===== config.mk =====
export PLATFORM = sky130hd
export DESIGN_NAME = sorted_timer_queue
export DESIGN_NICKNAME = d
export VERILOG_FILES = /design/src/stq_pkg.sv /design/src/stq_ram.sv /design/src/sorted_timer_queue.sv
export SDC_FILE = /design/constraint.sdc
export NUM_CORES = 2
export LEC_CHECK = 0
export ABC_AREA = 1
export ABC_CLOCK_PERIOD_IN_PS = 11700
export BUFFER_PORTS_ARGS = -buffer_cell sky130_fd_sc_hd__buf_2
export CAP_MARGIN = 30
export CORE_ASPECT_RATIO = 1.4
export CORE_MARGIN = 2
export CORE_UTILIZATION = 55
export DETAILED_ROUTE_END_ITERATION = 8
export PLACE_DENSITY = 0.69
export SKIP_CTS_REPAIR_TIMING = 1
export SLEW_MARGIN = 30
export SYNTH_ARGS = -nofsm -noshare
export SYNTH_HDL_FRONTEND = slang
export SYNTH_HIERARCHICAL = 1
export SYNTH_SLANG_ARGS = --single-unit

===== constraint.sdc =====
create_clock -name clk -period 11.7 [get_ports clk]
set_input_delay 1.755 -clock clk [delete_from_list [all_inputs] [get_ports clk]]
set_output_delay 1.755 -clock clk [all_outputs]
set_load 0.02 [all_outputs]

===== src/stq_pkg.sv =====
package stq_pkg;

	// table size and per-advance expiry limit
	localparam int TimerSlots = 16;
	localparam int MaxResults = 16;

	// request codes
	localparam logic [1:0] ReqCreate  = 2'd0;
	localparam logic [1:0] ReqDestroy = 2'd1;
	localparam logic [1:0] ReqAdvance = 2'd2;

	// timer kinds
	localparam logic [1:0] KindOnce   = 2'd0;
	localparam logic [1:0] KindRepeat = 2'd1;

	// result codes
	localparam logic [1:0] ResCreated   = 2'd0;
	localparam logic [1:0] ResFull      = 2'd1;
	localparam logic [1:0] ResDestroyed = 2'd2;
	localparam logic [1:0] ResExpiry    = 2'd3;

	// one slot table entry
	typedef struct packed {
		logic [1:0]  kind;
		logic [31:0] period;
		logic [15:0] tag;
		logic [63:0] deadline;
	} slot_ent_t;

endpackage


===== src/stq_ram.sv =====
module stq_ram #(
	parameter int Depth = stq_pkg::TimerSlots,
	parameter int Width = 8
) (
	input  logic                     clk,
	input  logic                     re,
	input  logic [$clog2(Depth)-1:0] raddr,
	output logic [Width-1:0]         rdata,
	input  logic                     we,
	input  logic [$clog2(Depth)-1:0] waddr,
	input  logic [Width-1:0]         wdata
);

	logic [Width-1:0] mem [Depth];

	// write port
	always_ff @(posedge clk) begin
		if (we) begin
			mem[waddr] <= wdata;
		end
	end

	// registered read port, holds data between reads
	always_ff @(posedge clk) begin
		if (re) begin
			rdata <= mem[raddr];
		end
	end

endmodule


===== src/sorted_timer_queue.sv =====
// Channel   Handshake              Fields
// request   start / busy           req_type timer_kind period user_tag slot_id elapsed
// result    result_valid (strobe)  result_kind out_slot out_tag last
//
// Create and destroy answer in the cycle after acceptance; a create of a
// once or repeating timer then inserts into the ordered chain, walking back
// from the tail past each larger entry. Destroy walks the chain. Advance
// walks the head, compacts the tail and re-inserts each repeating timer.
// Chain order and slot entries sit in two single-port-read RAMs; busy stays
// high meanwhile. Reset clears time, slot use and chain length; the receiver
// cannot stall.
module sorted_timer_queue #(
	parameter int TimerSlots = stq_pkg::TimerSlots
) (
	input  logic        clk,
	input  logic        arst_n,
	input  logic        start,
	output logic        busy,
	input  logic [1:0]  req_type,
	input  logic [1:0]  timer_kind,
	input  logic [31:0] period,
	input  logic [15:0] user_tag,
	input  logic [3:0]  slot_id,
	input  logic [31:0] elapsed,
	output logic        result_valid,
	output logic [1:0]  result_kind,
	output logic [3:0]  out_slot,
	output logic [15:0] out_tag,
	output logic        last
);

	localparam int SW = $clog2(TimerSlots);
	localparam int CW = $clog2(TimerSlots + 1);
	localparam int NW = $clog2(stq_pkg::MaxResults + 1);
	localparam int RW = $clog2(stq_pkg::MaxResults);
	localparam int EW = $bits(stq_pkg::slot_ent_t);

	typedef enum logic [3:0] {
		ST_IDLE, ST_INS_A, ST_INS_B, ST_INS_C, ST_RM_A, ST_RM_B,
		ST_WK_A, ST_WK_B, ST_WK_C, ST_WK_END, ST_SH_A, ST_SH_B,
		ST_RP_A, ST_RP_B
	} state_t;

	state_t                state_q;
	logic [63:0]           now_q;
	logic [TimerSlots-1:0] used_q;
	logic [CW-1:0]         count_q;
	logic [CW-1:0]         ins_i_q;
	logic [SW-1:0]         ins_slot_q;
	logic [63:0]           ins_key_q;
	logic                  ins_before_q;
	logic                  rep_mode_q;
	logic [CW-1:0]         rm_i_q;
	logic [SW-1:0]         rm_slot_q;
	logic                  found_q;
	logic [CW-1:0]         wk_i_q;
	logic [NW-1:0]         wk_n_q;
	logic [NW-1:0]         rep_n_q;
	logic [NW-1:0]         rp_k_q;
	logic [CW-1:0]         sh_j_q;
	logic [SW-1:0]         rep_q [stq_pkg::MaxResults];
	logic                  pend_v_q;
	logic [SW-1:0]         pend_slot_q;
	logic [15:0]           pend_tag_q;
	logic                  res_v_q;
	logic [1:0]            res_kind_q;
	logic [3:0]            res_slot_q;
	logic [15:0]           res_tag_q;
	logic                  res_last_q;

	// RAM ports
	logic                  ord_re, ord_we, sl_re, sl_we;
	logic [SW-1:0]         ord_raddr, ord_waddr, ord_wdata, ord_rd;
	logic [SW-1:0]         sl_raddr, sl_waddr;
	logic [EW-1:0]         sl_wdata, sl_rd_raw;
	stq_pkg::slot_ent_t    sl_rd, sl_new, sl_rep;

	logic                  free_ok;
	logic [SW-1:0]         free_idx;
	logic                  sid_ok;
	logic [SW-1:0]         sid_idx;
	logic                  ins_shift;
	logic                  dl_lt;
	logic                  walk_stop;

	stq_ram #(.Depth(TimerSlots), .Width(SW)) u_ord (
		.clk(clk), .re(ord_re), .raddr(ord_raddr), .rdata(ord_rd),
		.we(ord_we), .waddr(ord_waddr), .wdata(ord_wdata)
	);

	stq_ram #(.Depth(TimerSlots), .Width(EW)) u_slot (
		.clk(clk), .re(sl_re), .raddr(sl_raddr), .rdata(sl_rd_raw),
		.we(sl_we), .waddr(sl_waddr), .wdata(sl_wdata)
	);

	assign sl_rd = stq_pkg::slot_ent_t'(sl_rd_raw);

	// find the lowest free slot
	always_comb begin
		free_ok  = 1'b0;
		free_idx = '0;
		for (int s = TimerSlots - 1; s >= 0; s--) begin
			if (!used_q[s]) begin
				free_ok  = 1'b1;
				free_idx = SW'(s);
			end
		end
	end

	assign sid_ok    = 32'(slot_id) < 32'(TimerSlots);
	assign sid_idx   = SW'(slot_id);
	assign ins_shift = ins_before_q ? (sl_rd.deadline >= ins_key_q)
	                                : (sl_rd.deadline > ins_key_q);
	assign dl_lt     = sl_rd.deadline < now_q;
	assign walk_stop = (wk_i_q == count_q) || (wk_n_q == NW'(stq_pkg::MaxResults));

	// new and restarted slot entries
	always_comb begin
		sl_new.kind     = timer_kind;
		sl_new.period   = period;
		sl_new.tag      = user_tag;
		sl_new.deadline = now_q + 64'(period);
		sl_rep          = sl_rd;
		sl_rep.deadline = now_q + 64'(sl_rd.period);
	end

	// drive RAM ports from the sequencer state
	always_comb begin
		ord_re    = 1'b0;
		ord_raddr = '0;
		ord_we    = 1'b0;
		ord_waddr = '0;
		ord_wdata = '0;
		sl_re     = 1'b0;
		sl_raddr  = '0;
		sl_we     = 1'b0;
		sl_waddr  = '0;
		sl_wdata  = '0;
		unique case (state_q)
			ST_IDLE: begin
				if (start && req_type == stq_pkg::ReqCreate && free_ok) begin
					sl_we    = 1'b1;
					sl_waddr = free_idx;
					sl_wdata = EW'(sl_new);
				end
			end
			ST_INS_A: begin
				if (ins_i_q == '0) begin
					ord_we    = 1'b1;
					ord_waddr = '0;
					ord_wdata = ins_slot_q;
				end else begin
					ord_re    = 1'b1;
					ord_raddr = SW'(ins_i_q - CW'(1));
				end
			end
			ST_INS_B: begin
				sl_re    = 1'b1;
				sl_raddr = ord_rd;
			end
			ST_INS_C: begin
				ord_we    = 1'b1;
				ord_waddr = SW'(ins_i_q);
				ord_wdata = ins_shift ? ord_rd : ins_slot_q;
			end
			ST_RM_A: begin
				ord_re    = rm_i_q != count_q;
				ord_raddr = SW'(rm_i_q);
			end
			ST_RM_B: begin
				ord_we    = found_q;
				ord_waddr = SW'(rm_i_q - CW'(1));
				ord_wdata = ord_rd;
			end
			ST_WK_A: begin
				ord_re    = !walk_stop;
				ord_raddr = SW'(wk_i_q);
			end
			ST_WK_B: begin
				sl_re    = 1'b1;
				sl_raddr = ord_rd;
			end
			ST_WK_C: begin
				sl_we    = dl_lt && sl_rd.kind == stq_pkg::KindRepeat;
				sl_waddr = ord_rd;
				sl_wdata = EW'(sl_rep);
			end
			ST_SH_A: begin
				ord_re    = sh_j_q != count_q;
				ord_raddr = SW'(sh_j_q);
			end
			ST_SH_B: begin
				ord_we    = 1'b1;
				ord_waddr = SW'(sh_j_q - wk_i_q);
				ord_wdata = ord_rd;
			end
			ST_RP_A: begin
				sl_re    = rp_k_q != '0;
				sl_raddr = rep_q[RW'(rp_k_q - NW'(1))];
			end
			default: begin
			end
		endcase
	end

	// sequencer and result register
	always_ff @(posedge clk or negedge arst_n) begin
		if (!arst_n) begin
			state_q  <= ST_IDLE;
			now_q    <= '0;
			used_q   <= '0;
			count_q  <= '0;
			res_v_q  <= 1'b0;
			pend_v_q <= 1'b0;
		end else begin
			res_v_q <= 1'b0;
			unique case (state_q)
				ST_IDLE: begin
					if (start) begin
						case (req_type)
							stq_pkg::ReqCreate: begin
								res_v_q    <= 1'b1;
								res_last_q <= 1'b1;
								if (!free_ok) begin
									res_kind_q <= stq_pkg::ResFull;
									res_slot_q <= '0;
									res_tag_q  <= '0;
								end else begin
									res_kind_q       <= stq_pkg::ResCreated;
									res_slot_q       <= 4'(free_idx);
									res_tag_q        <= user_tag;
									used_q[free_idx] <= 1'b1;
									ins_key_q        <= sl_new.deadline;
									ins_slot_q       <= free_idx;
									ins_i_q          <= count_q;
									ins_before_q     <= 1'b0;
									rep_mode_q       <= 1'b0;
									if ((timer_kind == stq_pkg::KindOnce ||
									     timer_kind == stq_pkg::KindRepeat) &&
									    count_q < CW'(TimerSlots)) begin
										state_q <= ST_INS_A;
									end
								end
							end
							stq_pkg::ReqDestroy: begin
								res_v_q    <= 1'b1;
								res_last_q <= 1'b1;
								res_kind_q <= stq_pkg::ResDestroyed;
								res_slot_q <= slot_id;
								res_tag_q  <= '0;
								if (sid_ok && used_q[sid_idx]) begin
									used_q[sid_idx] <= 1'b0;
									rm_slot_q       <= sid_idx;
									rm_i_q          <= '0;
									found_q         <= 1'b0;
									state_q         <= ST_RM_A;
								end
							end
							stq_pkg::ReqAdvance: begin
								now_q    <= now_q + 64'(elapsed);
								wk_i_q   <= '0;
								wk_n_q   <= '0;
								rep_n_q  <= '0;
								pend_v_q <= 1'b0;
								state_q  <= ST_WK_A;
							end
							default: begin
							end
						endcase
					end
				end
				// insert: walk back from the tail, shifting larger keys up (equal keys too on a re-insert)
				ST_INS_A: begin
					if (ins_i_q == '0) begin
						count_q <= count_q + CW'(1);
						state_q <= rep_mode_q ? ST_RP_A : ST_IDLE;
					end else begin
						state_q <= ST_INS_B;
					end
				end
				ST_INS_B: state_q <= ST_INS_C;
				ST_INS_C: begin
					if (ins_shift) begin
						ins_i_q <= ins_i_q - CW'(1);
						state_q <= ST_INS_A;
					end else begin
						count_q <= count_q + CW'(1);
						state_q <= rep_mode_q ? ST_RP_A : ST_IDLE;
					end
				end
				// remove: close the gap behind the matching entry
				ST_RM_A: begin
					if (rm_i_q == count_q) begin
						if (found_q) begin
							count_q <= count_q - CW'(1);
						end
						state_q <= ST_IDLE;
					end else begin
						state_q <= ST_RM_B;
					end
				end
				ST_RM_B: begin
					if (ord_rd == rm_slot_q) begin
						found_q <= 1'b1;
					end
					rm_i_q  <= rm_i_q + CW'(1);
					state_q <= ST_RM_A;
				end
				// walk the head and fire expired timers
				ST_WK_A: state_q <= walk_stop ? ST_WK_END : ST_WK_B;
				ST_WK_B: state_q <= ST_WK_C;
				ST_WK_C: begin
					if (dl_lt) begin
						if (pend_v_q) begin
							res_v_q    <= 1'b1;
							res_kind_q <= stq_pkg::ResExpiry;
							res_slot_q <= 4'(pend_slot_q);
							res_tag_q  <= pend_tag_q;
							res_last_q <= 1'b0;
						end
						pend_v_q    <= 1'b1;
						pend_slot_q <= ord_rd;
						pend_tag_q  <= sl_rd.tag;
						wk_n_q      <= wk_n_q + NW'(1);
						wk_i_q      <= wk_i_q + CW'(1);
						if (sl_rd.kind == stq_pkg::KindRepeat) begin
							rep_q[RW'(rep_n_q)] <= ord_rd;
							rep_n_q             <= rep_n_q + NW'(1);
						end
						state_q <= ST_WK_A;
					end else begin
						state_q <= ST_WK_END;
					end
				end
				ST_WK_END: begin
					if (pend_v_q) begin
						res_v_q    <= 1'b1;
						res_kind_q <= stq_pkg::ResExpiry;
						res_slot_q <= 4'(pend_slot_q);
						res_tag_q  <= pend_tag_q;
						res_last_q <= 1'b1;
					end
					pend_v_q <= 1'b0;
					sh_j_q   <= wk_i_q;
					state_q  <= ST_SH_A;
				end
				// move the unexpired tail to the chain head
				ST_SH_A: begin
					if (sh_j_q == count_q) begin
						count_q <= count_q - wk_i_q;
						rp_k_q  <= rep_n_q;
						state_q <= ST_RP_A;
					end else begin
						state_q <= ST_SH_B;
					end
				end
				ST_SH_B: begin
					sh_j_q  <= sh_j_q + CW'(1);
					state_q <= ST_SH_A;
				end
				// re-insert repeaters, last fired first, ahead of equal keys
				ST_RP_A: begin
					if (rp_k_q == '0) begin
						state_q <= ST_IDLE;
					end else begin
						rp_k_q  <= rp_k_q - NW'(1);
						state_q <= ST_RP_B;
					end
				end
				ST_RP_B: begin
					ins_slot_q   <= rep_q[RW'(rp_k_q)];
					ins_key_q    <= sl_rd.deadline;
					ins_i_q      <= count_q;
					ins_before_q <= 1'b1;
					rep_mode_q   <= 1'b1;
					state_q      <= ST_INS_A;
				end
				default: state_q <= ST_IDLE;
			endcase
		end
	end

	assign busy         = state_q != ST_IDLE;
	assign result_valid = res_v_q;
	assign result_kind  = res_kind_q;
	assign out_slot     = res_slot_q;
	assign out_tag      = res_tag_q;
	assign last         = res_last_q;

`ifndef ASSERT_OFF
	a_count_range: assert property (@(posedge clk) disable iff (!arst_n)
		count_q <= CW'(TimerSlots))
		else $error("chain length beyond table size");

	a_adv_busy: assert property (@(posedge clk) disable iff (!arst_n)
		(start && !busy && req_type == stq_pkg::ReqAdvance) |=> busy)
		else $error("advance request did not start the walk");

	a_last_kind: assert property (@(posedge clk) disable iff (!arst_n)
		(result_valid && result_kind != stq_pkg::ResExpiry) |-> last)
		else $error("single-result request without last");

	a_idle_quiet: assert property (@(posedge clk) disable iff (!arst_n)
		($past(!busy) && !$past(start)) |-> !result_valid)
		else $error("result without a request");
`endif

endmodule


* After elaboration in Yosys (flattened, before gate mapping) *
Memory sizes are Yosys's and may differ from the RTL's. A register that Yosys moved wholly into a read port is not among the register bits.
Index checks and enable logic that the tools add are counted.

cells by class
  $add $sub $neg = 15
  $lt $le $gt $ge = 8
  equality and inequality tests = 50
  muxes and demuxes = 161
  bitwise gates (word level) = 3
  reduce and logical (&&, ||, !) cells = 48

operator list
  cell                                         number
  case mux 114 bit (2 select lines)            1
  adder 64 x 32 -> 64 bit                      3
  two-way mux 64 bit                           3
  two-way mux 4 bit                            38
  case mux 64 bit (2 select lines)             1
  two-way mux 114 bit                          1
  two-way mux 5 bit                            20
  two-way mux 16 bit                           6
  >= comparator 64 bit                         1
  > comparator 64 bit                          1
  less-than comparator 64 bit                  1
  case mux 16 bit (2 select lines)             2
  case mux 5 bit (2 select lines)              6
  case mux 4 bit (13 select lines)             1
  two-way mux 1 bit                            51
  case mux 16 bit (3 select lines)             1
  case mux 4 bit (3 select lines)              4
  != test 2 bit, second input constant         19
  AND reduction 5 bit                          7
  case mux 4 bit (2 select lines)              4
  adder 5 x 1 -> 5 bit, second input constant  6
  == test 4 bit, second input constant         6
  AND reduction 6 bit                          4
  case mux 5 bit (4 select lines)              1
  49 further kinds                             97

storage, ports and cells
  register bits after elaboration = 243
  RAM bits = 1,952
  bits of input ports = 91
  output and inout port bits = 25
  word-level logic and storage cells = 312
  memories = 3

memory list
  name        words  bits a word  rd ports  clocked after Yosys merged registers in  write ports  RTL line                  text
  u_slot.mem  16     114          1         1                                        1            stq_ram.sv:14             logic [Width-1:0] mem [Depth];
  rep_q       16     4            2         1                                        1            sorted_timer_queue.sv:61  logic [SW-1:0] rep_q [stq_pkg::MaxResults];
  u_ord.mem   16     4            1         1                                        1            stq_ram.sv:14

* Logic depth before layout (Yosys ltp) *
  depth after elaboration = 23
  gate-level depth with buffers = 23
  depth with buffers taken out = 20

* By module *
Netlist, hierarchy kept.

modules (own cells, without submodules)
  module              times used  cells an instance  area each (um^2)  seq. area each (um^2)
  stq_ram (u_slot)    1           7,478              81,159.1          58,195.8
  sorted_timer_queue  1           3,980              28,343.4          8,843.5
  stq_ram (u_ord)     1           290                3,006.6           2,042.0

* Least setup slack after synthesis *
No wires, ideal clock.

  path type = input port to flip-flop
  from = in req_type[0]
  to = mem u_slot/mem[12][0] (netlist name) (enable)
  library setup time = 0.589 ns
  data arrival time = 7.782 ns
  required time = 11.111 ns
  slack = 3.329 ns
  stages on the path = 11
  path buffers = 1
  path through = inv_1 > ha_1 > inv_1 > nor2_1 > inv_1 > nor2_2 > inv_2 > buf_2 > o22ai_1 > nand3_1 > nor2_1

between the ends
  elaborated cells between the ends (all ways) = 9
  classes of those cells = mux: 6; reduce/logical: 3

RTL lines
  what                             RTL line                   text
  start: declaration               sorted_timer_queue.sv:19   input logic [1:0] req_type,
  zero test 2 bit                  sorted_timer_queue.sv:141  if (start && req_type == stq_pkg::ReqCreate && free_ok) begin
  logical AND 1 bit (2 in series)  sorted_timer_queue.sv:141
  two-way mux 4 bit                sorted_timer_queue.sv:141
  case mux 4 bit (2 select lines)  sorted_timer_queue.sv:139  unique case (state_q)
  net sl_waddr[2]                  sorted_timer_queue.sv:74   logic [SW-1:0] sl_raddr, sl_waddr;
  end: declaration                 stq_ram.sv:14

The timed path passes the listed nets, and every way through them passes these cells.

* Worst setup path in the final report *
  from = reg rp_k_q[0]
  to = reg u_slot.rdata[84] (read register of u_slot.mem), data pin

between the ends
  word-level cells in the longest chain between the ends = 3
  elaborated cells between the ends (all ways) = 5
  classes of those cells = add/sub: 1; mux: 2; reduce/logical: 1; memory: 1

RTL lines
  what                             RTL line                   text
  start: declaration               sorted_timer_queue.sv:59   logic [NW-1:0] rp_k_q;
  start signal: assignment         sorted_timer_queue.sv:351  rp_k_q <= rep_n_q;
  start signal: assignment         sorted_timer_queue.sv:366  rp_k_q <= rp_k_q - NW'(1);
  subtractor 5 x 1 -> 5 bit        -
  memory read (16 x 4 bit)         -
  case mux 4 bit (2 select lines)  sorted_timer_queue.sv:139
  net sl_raddr[0]                  sorted_timer_queue.sv:74
  end: declaration                 stq_ram.sv:8               output logic [Width-1:0] rdata,

The timed path passes the listed nets, and every way through them passes these cells.
A chain may end at the register's enable or synchronous reset.

==> key figures <==
Timing
  • Max_slew headroom: 0.241
  • Clock skew: approximately 59 ps
  • Max Freq: approximately 150 MHz
  • Setup-failing EPs final: 0
  • Final Hold Fails: 0
  • Final TNS setup: 0 ps
  • Final Slew Violations: 0
  • Period utilization: 0.565
  • Worst Tran Pin Value: 1140 ps
  • Fin crit period: about 6600 ps
  • RSZ-0062 raised after global routing: no

Power
  • Clock network power share: 0.286
  • LEAKAGE: 52.8 nW
  • Peak supply drop: 0.159 mV
  • Comb pwr share: 0.307
  • Sw Ratio: 0.364
  • Pwr/cell area: 211 mW/mm2
  • Sw power: around 9.5 mW
  • Internal power: about 17 mW
  • Seq pwr share: 0.407

Finish
  • Fin nets: 12,100
  • Non-filler cells, final: roughly 15,000
  • Synth-to-layout area growth: 9.66%
  • Post-route cell area: between 0.1 and 0.15 mm2
  • Util after Layout: 0.606
  • Layout cells sized above 1: 0.0658

Yosys
  • Synth Instances: between 10,000 and 15,000
  • Syn Nets: 12,100
  • Area share of the largest cell type after synthesis: 0.593
  • Ranking of synthesized cells by area: edfxtp_1 (59%), nand2_1 (12%), nand3_1 (7.4%)
  • Syn Area/Cell: about 9.6 um2
  • Top FF cell, synth: edfxtp_1
  • Synthesized area: ~0.11 mm2
  • Sequential area share after synthesis: 0.614
  • Dominant cell type by area after synthesis: edfxtp_1
  • Yosys warning total: 6
  • Top-count cell post-synth: nand2_1
  • Synthesized flop and latch total: around 2,300
  • Async SR Flop Fraction: 0.0393
  • Synth unique cells: 81
  • Post-synth EDFFs: 2,222
  • Top cells by count, synth: nand2_1 (3,462), edfxtp_1 (2,222), inv_1 (1,942)

Clock network
  • Clk sinks: ~2,300
  • CTS Buf Count: 220
  • CTS tree: yes
  • Clock insertion delay at the later pin of the skew report: 910 ps
  • Clk slew on worst S/H paths: roughly 60 ps
  • H-tree depth: 4
  • Root buffer cell: clkbuf_16
  • Longest Clk Path Bufs: 4

Global route
  • First-pass GRT wire length: slightly above 500,000 um
  • Antenna violations before repair: 22
  • Largest net degree at the start of global routing: between 150 and 200
  • GRT Total Usage: 0.325
  • Vias in the first global route: between 80,000 and 90,000
  • Total grt overflow: 0

Setup path
  • Startpoint class of the critical path: flip-flop
  • Worst Path Max Fanout: 177
  • Critical path's largest stage delay: 820 ps
  • Crit-path most repeated cell: nand3_1
  • Worst setup EP type: flip-flop
  • Crit Path Class: flip-flop to flip-flop
  • Cells along the critical path: buf_4 -> clkinv_1 -> ha_1 -> inv_1 -> o21ai_0 -> a21oi_1 -> o311ai_0 -> nand3_1 -> o21ai_4 -> buf_4 -> buf_12 -> buf_4 -> nand2_1 -> nand3_1 -> nand3_1 -> nand3_1 -> nand2_1
  • Crit path required time: 12,310 ps
  • Crit-path slowest cell: buf_4
  • Data arrival, critical path: 7220 ps

Drt
  • DRT iter0 DRCs: about 9,400
  • Post-route ant nets: 0
  • DRT Pass-1 Iters: 6
  • Routed wire length: around 340,000 um
  • M1 WL: approximately 130,000 um
  • WL met3: 31,200 um
  • Met2 wire length: between 150,000 and 200,000 um
  • Post-route DRC: 0
  • Drt via density: slightly below 6
  • Top layer used by detailed routing: met5
  • Drt wl/cell: approximately 23 um
  • Vias: between 80,000 and 90,000

Placed design
  • Placer Congestion: between 1 and 1.5
  • # port buffers: 115
  • DP HPWL: just over 200,000 um
  • Placed insts: 14,200
  • Area after DPL: between 0.1 and 0.15 mm2

Min path
  • Worst Hold Class: flip-flop to flip-flop

Floorplan
  • Core area: ~0.20 mm2
  • Floorplan row count: slightly below 200
  • Ports: between 100 and 150
  • Die width: approximately 390 um
  • Die Ht: between 500 and 600 um
  • Initial Util: 0.553
  • Die area: roughly 0.21 mm2

Status
  • Status: completed

Flow run
  • Max Cap Violations: 0
-- placed cells by master (no fill, tap or decap), types with 19 or more instances in the layout --
master         n
nor3_1        68
nand2_1     3460
o21bai_1      19
xnor2_1       40
nand3b_1      19
nor2_2        20
clkinv_1      39
clkbuf_16    221
buf_2        114
ha_1         250
bufinv_16     34
clkinv_2      36
edfxtp_1    2222
nor2_1       405
o21ai_2       24
a21oi_1      268
o21ai_0      288
buf_4        122
xor2_1        90
a31oi_1       32
inv_1       1940
a32o_1        34
nand4_1       36
inv_2         24
nor2_4        30
nor4_1        21
o21ai_1       28
nand3_1     1656
clkinvlp_4    19
dfrtp_1       91
clkbuf_1      30
-- through the flow --
stage | power (mW) | hold WS (ps) | setup slack, ps
final | 26.0 | 465 | 5100
after floorplan | 15.7 | 427 | 3330
after detailed placement | 18.5 | 440 | 5240
after CTS | 25.9 | 447 | 5210
after global routing | 27.0 | 468 | 4770
after global placement | 18.3 | 438 | 5160
-- path summary, 6_finish.rpt --
| check | slack [ps] | cells past startpoint | to | start |
|---|---|---|---|---|
| max | 5100 | 17 | u_slot/rdata[84]$_DFFE_PP_ | rp_k_q[0]$_DFFE_PP_ |
| min | 460 | 0 | pend_tag_q[3]$_DFFE_PP_ | u_slot/rdata[67]$_DFFE_PP_ |
| max reg2reg | 5100 | 17 | u_slot/rdata[84]$_DFFE_PP_ | rp_k_q[0]$_DFFE_PP_ |
| min reg2reg | 460 | 0 | pend_tag_q[3]$_DFFE_PP_ | u_slot/rdata[67]$_DFFE_PP_ |
| max in group asynchronous | 9620 | 2 | now_q[14]$_DFFE_PN0P_ | arst_n |
| min in group asynchronous | 860 | 1 | count_q[0]$_DFFE_PN0P_ | arst_n |
-- worst max-delay path: cells and delay by family (launching register included) --
family	cells	cell delay [ps]
adder cells (fa/ha/maj)	1	610
AND/OR/NAND/NOR	6	920
flip-flops	1	330
buffers and inverters	6	3160
AO/OA/AOI/OAI	4	960
-- area by class of cell --
| cell class | instances | area (um2) |
|---|---|---|
| antenna | 11 | 27.5 |
| inverter | 1976 | 7460 |
| timing repair buffer | 267 | 2060 |
| fill | 16500 | 80200 |
| tap | 2673 | 3340 |
| clock buffer | 255 | 5700 |
| sequential | 2317 | 69100 |
| multi-input combinational | 6982 | 34000 |
| clock inverter | 145 | 1710 |
-- routing by layer --
layer	GRT usage	vias to the layer above
met4	0.153	8
met1	0.426	40700
met5	0	-
met3	0.0480	932
met2	0.532	4322
li1	-	38600
-- power by group through the flow --
| stage | logic (mW) | clock network [mW] | registers [mW] |
|---|---|---|---|
| floorplan | 5.23 | 0 | 10.5 |
| global placement | 7.63 | 0 | 10.7 |
| detailed placement | 7.77 | 0 | 10.7 |
| CTS | 7.81 | 7.50 | 10.6 |
| global route | 8.65 | 7.80 | 10.6 |
| finish | 7.97 | 7.43 | 10.6 |
-- cells by family after synthesis --
| group | share of synthesized area |
|---|---|
| DFF | 0.614 |
| AOI/OAI and AO/OA | 0.0420 |
| xor gates and xnor gates | 0.0103 |
| adders and majority gates | 0.0289 |
| buffers and inverters | 0.0866 |
| and+or+nand+nor | 0.218 |
| muxes | 0.000100 |
-- sequential cells by signal (all words and copies together) (netlist names), 64 cells and up, named ones only --
register and cells:
u_slot/mem 1824, u_ord/mem 64, u_slot/rdata 114, now_q 64, rep_q 64, ins_key_q 64
No activity file was read; power rests on OpenSTA's default activity.
